===== src/sv/esc_pkg.sv =====
// Shared types and constants of the expression syntax checker.
package esc_pkg;

    localparam int MAX_LEN     = 1024;
    localparam int QUEUE_DEPTH = 2;
    localparam int POS_CAP     = (MAX_LEN - 1 < 1023) ? MAX_LEN - 1 : 1023;

    localparam logic [7:0]         SPACE_CH  = 8'h20;
    localparam logic [10:0]        IDX_MAX   = 11'd2047;
    localparam logic signed [11:0] DEPTH_MAX = 12'sh7FF;
    localparam logic signed [11:0] DEPTH_MIN = 12'sh800;

    typedef enum logic [3:0] {
        CLS_DIGIT,
        CLS_POINT,
        CLS_OP,
        CLS_MINUS,
        CLS_LPAREN,
        CLS_RPAREN,
        CLS_WORD,
        CLS_LETTER,
        CLS_OTHER
    } t_cls;

    typedef enum logic [3:0] {
        E_NONE       = 4'd0,
        E_EMPTY      = 4'd1,
        E_BR_COUNT   = 4'd2,
        E_EDGES      = 4'd3,
        E_EXTRA_VAR  = 4'd4,
        E_UNKNOWN    = 4'd5,
        E_SIGN       = 4'd6,
        E_POINT      = 4'd7,
        E_EMPTY_BR   = 4'd8,
        E_EXTRA_BR   = 4'd9,
        E_DIGIT      = 4'd10
    } t_err;

    typedef struct packed {
        logic [7:0] ch;
        logic       last;
        logic       space;
        t_cls       cls;
    } t_entry;

    typedef struct packed {
        t_err               code;
        logic signed [11:0] depth;
    } t_scan;

endpackage


===== src/sv/esc_front.sv =====
// Input stage: accepts characters and classifies them for the queue.
module esc_front (
    input  logic              i_in_valid,
    input  logic [7:0]        i_ch,
    input  logic              i_last,
    input  logic              i_full,
    output logic              o_in_ready,
    output logic              o_push,
    output esc_pkg::t_entry   o_entry
);

    esc_pkg::t_cls cls;

    always_comb begin
        case (i_ch) inside
            ["0":"9"]:                   cls = esc_pkg::CLS_DIGIT;
            ".":                         cls = esc_pkg::CLS_POINT;
            "-":                         cls = esc_pkg::CLS_MINUS;
            "+", "*", "/", "^":          cls = esc_pkg::CLS_OP;
            "(":                         cls = esc_pkg::CLS_LPAREN;
            ")":                         cls = esc_pkg::CLS_RPAREN;
            "c", "o", "s", "i", "n", "e",
            "x", "p", "t", "a", "l":     cls = esc_pkg::CLS_WORD;
            ["a":"z"], ["A":"Z"]:        cls = esc_pkg::CLS_LETTER;
            default:                     cls = esc_pkg::CLS_OTHER;
        endcase
    end

    assign o_in_ready    = ~i_full;
    assign o_push        = i_in_valid & ~i_full;
    assign o_entry.ch    = i_ch;
    assign o_entry.last  = i_last;
    assign o_entry.space = (i_ch == esc_pkg::SPACE_CH);
    assign o_entry.cls   = cls;

endmodule


===== src/sv/esc_queue.sv =====
// Small FIFO between the classifier and the checking stage.
module esc_queue #(
    parameter int QUEUE_DEPTH = esc_pkg::QUEUE_DEPTH
) (
    input  logic            i_clk,
    input  logic            i_rst_n,
    input  logic            i_push,
    input  esc_pkg::t_entry i_entry,
    input  logic            i_pop,
    output logic            o_full,
    output logic            o_valid,
    output esc_pkg::t_entry o_entry
);

    localparam int PTR_W = $clog2(QUEUE_DEPTH);
    localparam int CNT_W = $clog2(QUEUE_DEPTH + 1);

    esc_pkg::t_entry   r_mem [QUEUE_DEPTH];
    logic [PTR_W-1:0]  r_wr_ptr, n_wr_ptr;
    logic [PTR_W-1:0]  r_rd_ptr, n_rd_ptr;
    logic [CNT_W-1:0]  r_count, n_count;
    logic              do_pop;

    assign do_pop  = i_pop & (r_count != '0);
    assign o_full  = (r_count == CNT_W'(QUEUE_DEPTH));
    assign o_valid = (r_count != '0);
    assign o_entry = r_mem[r_rd_ptr];

    always_comb begin
        n_wr_ptr = r_wr_ptr;
        n_rd_ptr = r_rd_ptr;
        n_count  = r_count;
        if (i_push) begin
            n_wr_ptr = (r_wr_ptr == PTR_W'(QUEUE_DEPTH - 1)) ? '0 : r_wr_ptr + 1'b1;
        end
        if (do_pop) begin
            n_rd_ptr = (r_rd_ptr == PTR_W'(QUEUE_DEPTH - 1)) ? '0 : r_rd_ptr + 1'b1;
        end
        if (i_push && !do_pop) begin
            n_count = r_count + 1'b1;
        end else if (do_pop && !i_push) begin
            n_count = r_count - 1'b1;
        end
    end

    always_ff @(posedge i_clk) begin
        if (!i_rst_n) begin
            r_wr_ptr <= '0;
            r_rd_ptr <= '0;
            r_count  <= '0;
        end else begin
            r_wr_ptr <= n_wr_ptr;
            r_rd_ptr <= n_rd_ptr;
            r_count  <= n_count;
        end
    end

    always_ff @(posedge i_clk) begin
        if (i_push) begin
            r_mem[r_wr_ptr] <= i_entry;
        end
    end

endmodule


===== src/sv/esc_back.sv =====
// Checking stage: neighbour checks, bracket depth, first error and result register.
module esc_back (
    input  logic            i_clk,
    input  logic            i_rst_n,
    input  logic            i_q_valid,
    input  esc_pkg::t_entry i_q_entry,
    output logic            o_pop,
    input  logic            i_out_ready,
    output logic            o_out_valid,
    output logic            o_ok,
    output logic [3:0]      o_err_code,
    output logic [7:0]      o_bad_char,
    output logic [9:0]      o_bad_pos
);

    function automatic logic op_pt(esc_pkg::t_cls k);
        return (k == esc_pkg::CLS_OP) || (k == esc_pkg::CLS_MINUS) || (k == esc_pkg::CLS_POINT);
    endfunction

    function automatic logic nb_ok(esc_pkg::t_cls k, esc_pkg::t_cls br);
        return (k == esc_pkg::CLS_DIGIT) || op_pt(k) || (k == br);
    endfunction

    function automatic logic [9:0] clip_pos(logic [10:0] idx);
        return (idx > 11'(esc_pkg::POS_CAP)) ? 10'(esc_pkg::POS_CAP) : idx[9:0];
    endfunction

    function automatic esc_pkg::t_scan scan_one(
        esc_pkg::t_cls      c,
        esc_pkg::t_cls      prev,
        esc_pkg::t_cls      nxt,
        logic               idx_zero,
        logic               at_end,
        logic signed [11:0] depth
    );
        esc_pkg::t_scan s;
        logic           bad;
        s.code  = esc_pkg::E_NONE;
        s.depth = depth;
        bad     = 1'b0;
        if (c == esc_pkg::CLS_LETTER) begin
            s.code = esc_pkg::E_EXTRA_VAR;
        end else if (c == esc_pkg::CLS_OTHER) begin
            s.code = esc_pkg::E_UNKNOWN;
        end else begin
            if (c == esc_pkg::CLS_OP) begin
                if ((op_pt(prev) || op_pt(nxt)) && nxt != esc_pkg::CLS_MINUS) begin
                    s.code = esc_pkg::E_SIGN;
                end else if (prev == esc_pkg::CLS_MINUS && nxt == esc_pkg::CLS_MINUS) begin
                    s.code = esc_pkg::E_SIGN;
                end
            end
            case (c)
                esc_pkg::CLS_POINT: begin
                    if (s.code == esc_pkg::E_NONE &&
                        (prev != esc_pkg::CLS_DIGIT || nxt != esc_pkg::CLS_DIGIT)) begin
                        s.code = esc_pkg::E_POINT;
                    end
                end
                esc_pkg::CLS_LPAREN: begin
                    if (s.depth != esc_pkg::DEPTH_MAX) begin
                        s.depth = s.depth + 12'sd1;
                    end
                    if (s.code == esc_pkg::E_NONE && nxt == esc_pkg::CLS_RPAREN) begin
                        s.code = esc_pkg::E_EMPTY_BR;
                    end
                end
                esc_pkg::CLS_RPAREN: begin
                    if (s.depth != esc_pkg::DEPTH_MIN) begin
                        s.depth = s.depth - 12'sd1;
                    end
                    if (s.code == esc_pkg::E_NONE && s.depth < 0) begin
                        s.code = esc_pkg::E_EXTRA_BR;
                    end
                end
                esc_pkg::CLS_DIGIT: begin
                    if (!at_end && !nb_ok(nxt, esc_pkg::CLS_RPAREN)) begin
                        bad = 1'b1;
                    end
                    if (!idx_zero && !nb_ok(prev, esc_pkg::CLS_LPAREN)) begin
                        bad = 1'b1;
                    end
                    if (s.code == esc_pkg::E_NONE && bad) begin
                        s.code = esc_pkg::E_DIGIT;
                    end
                end
                default: begin
                end
            endcase
        end
        return s;
    endfunction

    logic               r_held_valid;
    logic [7:0]         r_held_ch;
    esc_pkg::t_cls      r_held_cls;
    esc_pkg::t_cls      r_before_cls;
    esc_pkg::t_cls      r_first_cls;
    logic [10:0]        r_idx;
    logic signed [11:0] r_depth;
    esc_pkg::t_err      r_err_code;
    logic [7:0]         r_err_ch;
    logic [9:0]         r_err_pos;

    logic               r_out_valid;
    logic               r_ok;
    esc_pkg::t_err      r_code;
    logic [7:0]         r_bad_ch;
    logic [9:0]         r_bad_pos;

    logic               take, do_a;
    logic [10:0]        idx_a, idx_b;
    esc_pkg::t_scan     scan_a, scan_b;
    logic signed [11:0] depth_a, depth_b;
    esc_pkg::t_err      err1_code, err2_code;
    logic [7:0]         err1_ch, err2_ch;
    logic [9:0]         err1_pos, err2_pos;
    logic               n_held_valid;
    logic [7:0]         n_held_ch;
    esc_pkg::t_cls      n_held_cls, n_before_cls, n_first_cls;
    logic [10:0]        n_idx;
    esc_pkg::t_err      n_code;
    logic [7:0]         n_bad_ch;
    logic [9:0]         n_bad_pos;

    assign o_pop = i_q_valid & (~i_q_entry.last | ~r_out_valid | i_out_ready);

    always_comb begin
        take   = ~i_q_entry.space;
        do_a   = take & r_held_valid;
        idx_a  = r_idx - 11'd1;
        scan_a = scan_one(r_held_cls, r_before_cls, i_q_entry.cls, (idx_a == '0), 1'b0,
                          r_depth);
        depth_a = do_a ? scan_a.depth : r_depth;

        err1_code = r_err_code;
        err1_ch   = r_err_ch;
        err1_pos  = r_err_pos;
        if (do_a && scan_a.code != esc_pkg::E_NONE && r_err_code == esc_pkg::E_NONE) begin
            err1_code = scan_a.code;
            err1_ch   = r_held_ch;
            err1_pos  = clip_pos(idx_a);
        end

        n_held_valid = r_held_valid | take;
        n_held_ch    = take ? i_q_entry.ch : r_held_ch;
        n_held_cls   = take ? i_q_entry.cls : r_held_cls;
        n_before_cls = do_a ? r_held_cls : r_before_cls;
        n_first_cls  = (take && !r_held_valid) ? i_q_entry.cls : r_first_cls;
        n_idx        = (take && r_idx != esc_pkg::IDX_MAX) ? r_idx + 11'd1 : r_idx;

        // End of expression: the held character sees a space on its right.
        idx_b   = n_idx - 11'd1;
        scan_b  = scan_one(n_held_cls, n_before_cls, esc_pkg::CLS_OTHER, (idx_b == '0), 1'b1,
                           depth_a);
        depth_b = n_held_valid ? scan_b.depth : depth_a;

        err2_code = err1_code;
        err2_ch   = err1_ch;
        err2_pos  = err1_pos;
        if (n_held_valid && scan_b.code != esc_pkg::E_NONE && err1_code == esc_pkg::E_NONE) begin
            err2_code = scan_b.code;
            err2_ch   = n_held_ch;
            err2_pos  = clip_pos(idx_b);
        end

        n_bad_ch  = '0;
        n_bad_pos = '0;
        if (!n_held_valid) begin
            n_code = esc_pkg::E_EMPTY;
        end else if (depth_b != 12'sd0) begin
            n_code = esc_pkg::E_BR_COUNT;
        end else if (n_first_cls == esc_pkg::CLS_OP || n_first_cls == esc_pkg::CLS_POINT ||
                     op_pt(n_held_cls)) begin
            n_code = esc_pkg::E_EDGES;
        end else begin
            n_code = err2_code;
            if (err2_code != esc_pkg::E_NONE) begin
                n_bad_ch  = err2_ch;
                n_bad_pos = err2_pos;
            end
        end
    end

    always_ff @(posedge i_clk) begin
        if (!i_rst_n || (o_pop && i_q_entry.last)) begin
            r_held_valid <= 1'b0;
            r_held_ch    <= esc_pkg::SPACE_CH;
            r_held_cls   <= esc_pkg::CLS_OTHER;
            r_before_cls <= esc_pkg::CLS_OTHER;
            r_first_cls  <= esc_pkg::CLS_OTHER;
            r_idx        <= '0;
            r_depth      <= '0;
            r_err_code   <= esc_pkg::E_NONE;
            r_err_ch     <= '0;
            r_err_pos    <= '0;
        end else if (o_pop) begin
            r_held_valid <= n_held_valid;
            r_held_ch    <= n_held_ch;
            r_held_cls   <= n_held_cls;
            r_before_cls <= n_before_cls;
            r_first_cls  <= n_first_cls;
            r_idx        <= n_idx;
            r_depth      <= depth_a;
            r_err_code   <= err1_code;
            r_err_ch     <= err1_ch;
            r_err_pos    <= err1_pos;
        end
    end

    always_ff @(posedge i_clk) begin
        if (!i_rst_n) begin
            r_out_valid <= 1'b0;
        end else if (o_pop && i_q_entry.last) begin
            r_out_valid <= 1'b1;
        end else if (i_out_ready) begin
            r_out_valid <= 1'b0;
        end
    end

    always_ff @(posedge i_clk) begin
        if (o_pop && i_q_entry.last) begin
            r_ok      <= (n_code == esc_pkg::E_NONE);
            r_code    <= n_code;
            r_bad_ch  <= n_bad_ch;
            r_bad_pos <= n_bad_pos;
        end
    end

    assign o_out_valid = r_out_valid;
    assign o_ok        = r_ok;
    assign o_err_code  = r_code;
    assign o_bad_char  = r_bad_ch;
    assign o_bad_pos   = r_bad_pos;

`ifndef ASSERT_OFF
    a_idx_empty: assert property (@(posedge i_clk) disable iff (!i_rst_n)
        !r_held_valid |-> (r_idx == '0))
        else $error("index nonzero with no held character");

    a_err_empty: assert property (@(posedge i_clk) disable iff (!i_rst_n)
        !r_held_valid |-> (r_err_code == esc_pkg::E_NONE))
        else $error("scan error recorded before any character");

    a_ok_code: assert property (@(posedge i_clk) disable iff (!i_rst_n)
        r_out_valid |-> (r_ok == (r_code == esc_pkg::E_NONE)))
        else $error("ok flag disagrees with error code");

    a_no_pos: assert property (@(posedge i_clk) disable iff (!i_rst_n)
        (r_out_valid && (r_code == esc_pkg::E_NONE || r_code == esc_pkg::E_EMPTY ||
                         r_code == esc_pkg::E_BR_COUNT || r_code == esc_pkg::E_EDGES))
        |-> (r_bad_ch == '0 && r_bad_pos == '0))
        else $error("position reported for a whole-expression error");

    a_out_hold: assert property (@(posedge i_clk) disable iff (!i_rst_n)
        (r_out_valid && !i_out_ready) |=> (r_out_valid && $stable(r_code)))
        else $error("result lost while stalled");
`endif

endmodule


===== src/sv/expression_syntax_checker_top.sv =====
// Top level of the expression syntax checker: classifier, queue and checking stage.
// Throughput: one character per cycle, sustained, with the output ready.
// The last character is written into the queue at its transfer; the checking stage
// then pops it and loads the result register once that register is empty or being read.
// The result register lets the next expression's characters enter while a result waits.
// Reset: synchronous, active low; clears queue pointers, scan state and result valid.
module expression_syntax_checker_top #(
    parameter int QUEUE_DEPTH = esc_pkg::QUEUE_DEPTH
) (
    input  logic       i_clk,
    input  logic       i_rst_n,
    input  logic       i_in_valid,
    output logic       o_in_ready,
    input  logic [7:0] i_ch,
    input  logic       i_last,
    output logic       o_out_valid,
    input  logic       i_out_ready,
    output logic       o_ok,
    output logic [3:0] o_err_code,
    output logic [7:0] o_bad_char,
    output logic [9:0] o_bad_pos
);

    esc_pkg::t_entry push_entry;
    esc_pkg::t_entry q_entry;
    logic            push, full, q_valid, pop;

    esc_front u_front (
        .i_in_valid (i_in_valid),
        .i_ch       (i_ch),
        .i_last     (i_last),
        .i_full     (full),
        .o_in_ready (o_in_ready),
        .o_push     (push),
        .o_entry    (push_entry)
    );

    esc_queue #(
        .QUEUE_DEPTH (QUEUE_DEPTH)
    ) u_queue (
        .i_clk   (i_clk),
        .i_rst_n (i_rst_n),
        .i_push  (push),
        .i_entry (push_entry),
        .i_pop   (pop),
        .o_full  (full),
        .o_valid (q_valid),
        .o_entry (q_entry)
    );

    esc_back u_back (
        .i_clk       (i_clk),
        .i_rst_n     (i_rst_n),
        .i_q_valid   (q_valid),
        .i_q_entry   (q_entry),
        .o_pop       (pop),
        .i_out_ready (i_out_ready),
        .o_out_valid (o_out_valid),
        .o_ok        (o_ok),
        .o_err_code  (o_err_code),
        .o_bad_char  (o_bad_char),
        .o_bad_pos   (o_bad_pos)
    );

endmodule


===== config.mk =====
export PLATFORM = sky130hd
export DESIGN_NAME = expression_syntax_checker_top
export DESIGN_NICKNAME = d
export VERILOG_FILES = /design/src/sv/esc_pkg.sv /design/src/sv/esc_front.sv /design/src/sv/esc_queue.sv /design/src/sv/esc_back.sv /design/src/sv/expression_syntax_checker_top.sv
export SDC_FILE = /design/constraint.sdc
export NUM_CORES = 1
export LEC_CHECK = 0
export BUFFER_PORTS_ARGS = -buffer_cell sky130_fd_sc_hd__buf_2
export CORE_MARGIN = 2
export CORE_UTILIZATION = 60
export DETAILED_ROUTE_END_ITERATION = 10
export PLACE_DENSITY = 0.78
export SLEW_MARGIN = 20
export SYNTH_ARGS = -nofsm -noshare
export SYNTH_HDL_FRONTEND = slang
export SYNTH_SLANG_ARGS = --single-unit

===== constraint.sdc =====
create_clock -name i_clk -period 5.3 [get_ports i_clk]
set_input_delay 0 -clock i_clk [delete_from_list [all_inputs] [get_ports i_clk]]
set_output_delay 0 -clock i_clk [all_outputs]
set_load 0.02 [all_outputs]

# [Word-level counts from Yosys, hierarchy flattened]
# Memories as Yosys holds them, arrays and structs flattened. A register that Yosys moved wholly into a read port is not among the register bits.
# Index checks and enable logic that the tools add are counted.
[totals] register_bits=94 latchBits=0 ram_bits=28 romBits=0 input_bits=13 output_inout_bits=25 wordCells=264 memories=1
[memory_table] memory="u_queue.r_mem" words=2 width=14 rd=1 rd_ports_with_merged_regs=1 write_ports=1 line_no="esc_queue.sv:18" source="esc_pkg::t_entry r_mem [QUEUE_DEPTH];"
[classes] n_addsub=11 mul=0 div=0 magnitude_cmp=10 n_eq_ne=54 shift=0 mux=83 bitwise_logic=13 reduce_logical=74
[ops] op="$mux W12" count=16
[ops] op="$mux W4" count=34
[ops] op="$eq A8 B7 Y1 const B" count=12
[ops] op="$eq A8 B6 Y1 const B" count=8
[ops] op="$ne A12 B12 Y1 const B" count=4
[ops] op="$pmux W12 S2" count=2
[ops] op="$eq A4 B2 Y1 const B" count=10
[ops] op="$logic_not A4 Y1" count=10
[ops] op="$mux W10" count=4
[ops] op="$eq A4 B3 Y1 const B" count=9
[ops] op="$add A12 B2 Y12 const B" count=2
[ops] op="$eq A4 B1 Y1 const B" count=6
[ops] op="$lt A12 B1 Y1 const B" count=2
[ops] op="$mux W8" count=3
[ops] op="$sub A12 B2 Y12 const B" count=2
[ops] op="$gt A11 B10 Y1 const B" count=2
[ops] op="$logic_and A1 B1 Y1" count=22
[ops] op="$logic_not A11 Y1" count=2
[ops] op="$sub A11 B1 Y11 const B" count=2
[ops] op="$reduce_bool A4 Y1" count=5
[ops] op="$logic_or A1 B1 Y1" count=19
[ops] op="$mux W1" count=17
[ops] op="$ge A8 B7 Y1 const B" count=2
[ops] op="$le A8 B7 Y1 const B" count=2
[ops] op="other kinds (24)" count=48

# [Logic depth before layout (Yosys ltp)]
[logic_depth] depth_word=28 mapped_depth=18 depth_no_buf=16

# [Modules after synthesis]
# From an unflattened synthesis, not the netlist that was laid out.
[unflattened] hier_cells=998 hier_area_um2=8345.5
[modules_own_cells] mod="esc_back" n_inst=1 cells_per_inst=882 area_per_inst_um2=6759.0 seq_area_each_um2=2031.9
[modules_own_cells] mod="esc_queue" n_inst=1 cells_per_inst=65 area_per_inst_um2=1223.7 seq_area_each_um2=940.9
[modules_own_cells] mod="esc_front" n_inst=1 cells_per_inst=51 area_per_inst_um2=362.8 seq_area_each_um2=0.0

# [Least setup slack after synthesis]
# No wires, ideal clock.
[synth_timing] path_kind="reg2reg" start="register u_back.r_idx[0]" end="register u_back.r_ok, in the netlist u_back.o_ok, data pin" setup_ps=269 t_arrival_ps=3794 required_time_ps=5031 path_slack_ps=1237 stages_incl_launch_ff=17 path_buffers=2 period_less_slack_ps=4063 path_cell_list="dfxtp_1 ha_1 clkbuf_1 nand2_1 o31ai_1 mux2i_1 ha_1 nand4_1 o21ai_0 nand2_1 nor3_1 xnor2_1 and4_1 a41oi_1 clkbuf_1 o21ai_1 nor4b_2"
[synth_via] elab_chain_len=24 word_cells_on_any_way=43 cone_classes="add/sub: 3; eq/ne: 1; mux: 22; reduce/logical: 17"
[synth_lines] element="from (decl)" line_no="esc_back.sv:99" source="logic [10:0] r_idx;"
[synth_lines] element="from (signal assigned)" line_no="esc_back.sv:203" source="r_idx <= n_idx;"
[synth_lines] element="branches (longest 19 deep; another with $add A11 B1 Y11)"
[synth_lines] element="$mux W4 *" line_no="esc_back.sv:161" source="if (n_held_valid && scan_b.code != esc_pkg::E_NONE && err1_code == esc_pkg::E_NONE) begin"
[synth_lines] element="$mux W4 *" line_no="esc_back.sv:173" source="end else if (n_first_cls == esc_pkg::CLS_OP || n_first_cls == esc_pkg::CLS_POINT ||"
[synth_lines] element="$mux W4 *" line_no="esc_back.sv:171" source="end else if (depth_b != 12'sd0) begin"
[synth_lines] element="$mux W4 *" line_no="esc_back.sv:169" source="if (!n_held_valid) begin"
[synth_lines] element="$logic_not A4 Y1 *" line_no="esc_back.sv:223" source="r_ok <= (n_code == esc_pkg::E_NONE);"
[synth_lines] element="to (signal assigned)" line_no="esc_back.sv:223"
[synth_lines] element="to (decl)" line_no="esc_back.sv:106" source="logic r_ok;"
# Mark *: on every way between the ends. The select of a mux whose other input is x is not followed.
# A chain may end at the register's enable or synchronous reset.

# [Final worst setup path]
[layout_timing] start="register u_back.r_idx[2]" end="register u_back.r_bad_pos[3], in the netlist u_back.o_bad_pos[3], data pin"
[layout_via] elab_chain_len=23 word_cells_on_any_way=48 cone_classes="add/sub: 3; order compare: 2; eq/ne: 1; mux: 23; bitwise: 1; reduce/logical: 18"
[layout_lines] element="$ne A11 B11 Y1 *" line_no="esc_back.sv:150" source="n_idx = (take && r_idx != esc_pkg::IDX_MAX) ? r_idx + 11'd1 : r_idx;"
[layout_lines] element="$logic_and A1 B1 Y1 *" line_no="esc_back.sv:150"
[layout_lines] element="$mux W11 *" line_no="esc_back.sv:150"
[layout_lines] element="net u_back.n_idx[0]" line_no="esc_back.sv:121" source="logic [10:0] n_idx;"
[layout_lines] element="$sub A11 B1 Y11 *" line_no="esc_back.sv:153" source="idx_b = n_idx - 11'd1;"
[layout_lines] element="$logic_not A11 Y1" line_no="esc_back.sv:154" source="scan_b = scan_one(n_held_cls, n_before_cls, esc_pkg::CLS_OTHER, (idx_b == '0), 1'b1,"
[layout_lines] element="$logic_not A1 Y1" line_no="esc_back.sv:80" source="if (!idx_zero && !nb_ok(prev, esc_pkg::CLS_LPAREN)) begin"
[layout_lines] element="$logic_and A1 B1 Y1" line_no="esc_back.sv:80"
[layout_lines] element="[7 not listed]"
[layout_lines] element="$mux W4" line_no="esc_back.sv:43" source="end else if (c == esc_pkg::CLS_OTHER) begin"
[layout_lines] element="$mux W4" line_no="esc_back.sv:41" source="if (c == esc_pkg::CLS_LETTER) begin"
[layout_lines] element="$reduce_bool A4 Y1" line_no="esc_back.sv:161"
[layout_lines] element="$logic_and A1 B1 Y1 (2 in a row)" line_no="esc_back.sv:161"
[layout_lines] element="$mux W4" line_no="esc_back.sv:161"
[layout_lines] element="$reduce_bool A4 Y1" line_no="esc_back.sv:178" source="if (err2_code != esc_pkg::E_NONE) begin"
[layout_lines] element="$not A1 Y1 (no source line)"
[layout_lines] element="$reduce_or A4 Y1 (no source line)"
[layout_lines] element="to (signal assigned)" line_no="esc_back.sv:226" source="r_bad_pos <= n_bad_pos;"
[layout_lines] element="to (decl)" line_no="esc_back.sv:109" source="logic [9:0] r_bad_pos;"
# Mark *: on every way through the listed nets, which the timed path passes. The rest lies on a longest branch. The select of a mux whose other input is x is not followed.

==> out/results.txt <==
status - finished clean
Mapped Cells - 1042
GPL Wtd Cong - 1.01
TritonRoute pass-1 iters - 6
largest area contributor in the netlist - edfxtp_1
Rows - 43
Worst Tran Pin Value - 1.01 ns
Chip Width - 124 um
post-CTS setup buffer count - 0
CP Data Required Time - 5.56 ns
reg2reg start - u_back.r_idx[2]
hold_sp - i_in_valid
# hold bufs at CTS - 10
largest net degree at the start of global routing - 55
Max Clock Skew - 0.00896 ns
synth warn - 0
Reg2Reg Capture Point - u_back.o_bad_pos[3]
Seq/Total Area, Yosys - 34.4%
CTS resizes - 0
clk_lat worst skew - 0.43 ns
design area - 9630 um2
IO Port Bufs - 37
# DRC - 0
first-pass GRT wire length - 39700 um
R2R cell count - 15
Worst slew margin - 31.8%
CTS max path bufs - 2
delay-heaviest family, CP - compound AO/OA/AOI/OAI gates
Min Hold Slack - 0.0151 ns
max-cap viol count - 0
synth cell count leaders - nand2_1, nor2_1, dfxtp_1
VDD IR-drop max - 0.464 mV
Post-Syn Nets - 1067
Synth top area share - 17.7%
post-synthesis cell area - 8650 um2
static leakage - 3.35 nW
fin crit period - 4.73 ns
die height - 124 um
Post-synth EDFFs - 51
power density over the cells - 607 nW/um2
crit share post-route - 89.3%
Worst Path Arrival - 5.00 ns
top-level I/O count - 38
number of diodes - 0
Synth area leaders - edfxtp_1, dfxtp_1, nand2_1
CTS Buf Count - 17
GRT Util Overall - 33.2%
DP Area - 8960 um2
Buf/Inv on CP - 2
final hold viol count - 0
critical path cell sequence - nand4_1 -> o31ai_1 -> xnor2_1 -> inv_1 -> ha_1 -> nand4_1 -> o21ai_0 -> a32oi_1 -> o21a_1 -> o21ai_1 -> nand2_1 -> a41oi_2 -> buf_4 -> o211ai_1 -> a211oi_2
worst reg2reg setup slack - 0.57 ns
min-delay worst type - in -> reg
CTS tree - yes
Syn-to-layout area delta - 11.2%
critical path fanouts, max - 19
die area - 15400 um2
Starting Density - 61.9%
Avg WL per Cell - 20.0 um
setup TNS - 0 ns
total power draw - 5.84 mW
Primary FF master, synth - dfxtp_1
antenna violations before repair - 0
crit-path max cell delay - 0.66 ns
max-slew violation count - 0
vias in the first global route - 7768
DRT Wirelength - 24900 um
asr flop ratio synth - 0%
post-detail-place hpwl - 16500 um
crit end category - flop
CP most frequent cell - nand4_1
RSZ-0062 raised after global routing - false
syn avg cell area - 8.31 um2
H-tree levels - 4
Reg clk slew, reported paths - 0.06 ns
share of cells above drive strength 1 - 15.9%
GR Overflow Total - 0
Routed Antenna Nets - 0
Fillers - 1166
slowest stage cell, crit path - o31ai_1
Layout Nets - 1077
Vias/cell - 6.81
total number of vias - 8479
CP startpoint kind - flop
Seq cells post-synth - 123
Clock Sinks - 123
Hold Crit Depth - 4
Peak Freq - 211 MHz
Cell variety after synth - 96
Core ar. - 14000 um2
Root Driver - clkbuf_16
Final setup viols - 0
initial drt markers - 1106
type of the worst setup path - reg -> reg
cell with the most instances after synthesis - nand2_1
Worst Hold End - u_queue.r_wr_ptr
## worst max-delay path by stage
stage                              startpoint             endpoint  cells after the start
after CTS                     u_back.r_idx[2]  u_back.o_bad_pos[3]                     14
after detailed placement      u_back.r_idx[2]  u_back.o_bad_pos[1]                     14
after floorplan               u_back.r_idx[0]          u_back.o_ok                     16
after global routing          u_back.r_idx[2]  u_back.o_bad_pos[0]                     14
final                         u_back.r_idx[2]  u_back.o_bad_pos[3]                     15
after global placement    u_queue.r_mem[0][4]  u_back.o_bad_pos[6]                     10
## worst register-to-register path, stage by stage (launching register included)
cell,delay [ns]
dfxtp_1,0.62
nand4_1,0.34
o31ai_1,0.66
xnor2_1,0.28
inv_1,0.15
ha_1,0.22
nand4_1,0.10
o21ai_0,0.50
a32oi_1,0.23
o21a_1,0.22
o21ai_1,0.19
nand2_1,0.10
a41oi_2,0.25
buf_4,0.29
o211ai_1,0.18
a211oi_2,0.25
## cell type report
cell class	instances	area, um2	area share (%)
Multi-Input combinational cell	819	5330	55.4
Sequential cell	123	2970	30.9
Timing Repair Buffer	69	450	4.68
Clock buffer	18	429	4.46
Tap cell	180	225	2.34
Clock inverter	14	134	1.39
Inverter	22	82.6	0.858
## cell families (layout without fill, tap and decap cells)
logic type | count (synthesis) | in the layout | share of synthesized area [%]
compound gates | 298 | 298 | 25.8
xor+xnor | 34 | 34 | 3.66
flops | 123 | 123 | 34.4
mux | 32 | 32 | 3.90
fa+ha+maj | 12 | 12 | 1.73
buf+inv | 100 | 123 | 4.68
simple gates | 443 | 443 | 25.9
## report_power, final
part	total, mW	switching [mW]	internal, mW
clock	1.13	0.476	0.654
sequential	1.43	0.208	1.22
combinational	3.28	2.18	1.10
## registers in the layout, summed over array words and instances, names as in the netlist, named ones only
register / flops
u_back.r_held_valid: 1
u_back.o_bad_char: 8
u_back.o_err_code: 4
u_back.r_err_ch: 8
u_back.o_ok: 1
u_back.r_held_cls: 4
u_back.r_err_code: 4
u_queue.r_count: 2
u_back.r_err_pos: 10
u_back.r_idx: 11
u_queue.r_wr_ptr: 1
u_back.r_held_ch: 8
u_back.o_out_valid: 1
u_queue.r_mem: 28
u_back.r_before_cls: 4
u_back.o_bad_pos: 10
u_back.r_depth: 12
u_back.r_first_cls: 4
u_queue.r_rd_ptr: 1
## per-stage QoR
stage          setup slack, ns  instances  utilization, %
6_report                 0.566       1245            68.8
5_1_grt                  0.146       1245            68.8
4_1_cts                  0.711       1245            68.8
3_5_place_dp             0.821       1203            64.0
3_3_place_gp             0.970       1203            64.0
2_1_floorplan             1.24       1042               -
## per-layer routing
metal / global-route usage [%] / vias up / wire length (um)
li1: - / 3933 / -
met1: 44.2 / 4006 / 10400
met2: 51.2 / 468 / 11500
met3: 7.74 / 72 / 2210
met4: 15.6 / 0 / 772
met5: 0 / - / 0
## cells in the final DEF (no fill, tap or decap), types with 7 or more instances in the layout
cell type / count
nand4_1: 16
inv_1: 20
a211oi_2: 20
a21oi_1: 65
xnor2_1: 22
nand2_1: 154
edfxtp_1: 51
buf_2: 37
dlygate4sd3_1: 10
o211ai_1: 26
o31ai_1: 7
and2_1: 14
ha_1: 12
clkbuf_16: 17
o21ai_0: 35
nor3_1: 23
nor2b_1: 10
o32ai_1: 7
and3_1: 8
mux2_2: 14
mux2i_1: 17
a21o_1: 10
nand2b_1: 12
nand3_1: 37
or3_1: 11
nor2_1: 86
dfxtp_1: 72
nor4_1: 15
or2_2: 9
buf_4: 22
xor2_1: 11
a31oi_1: 15
a211oi_1: 25
Note: power is estimated with default switching activity, not from simulation.
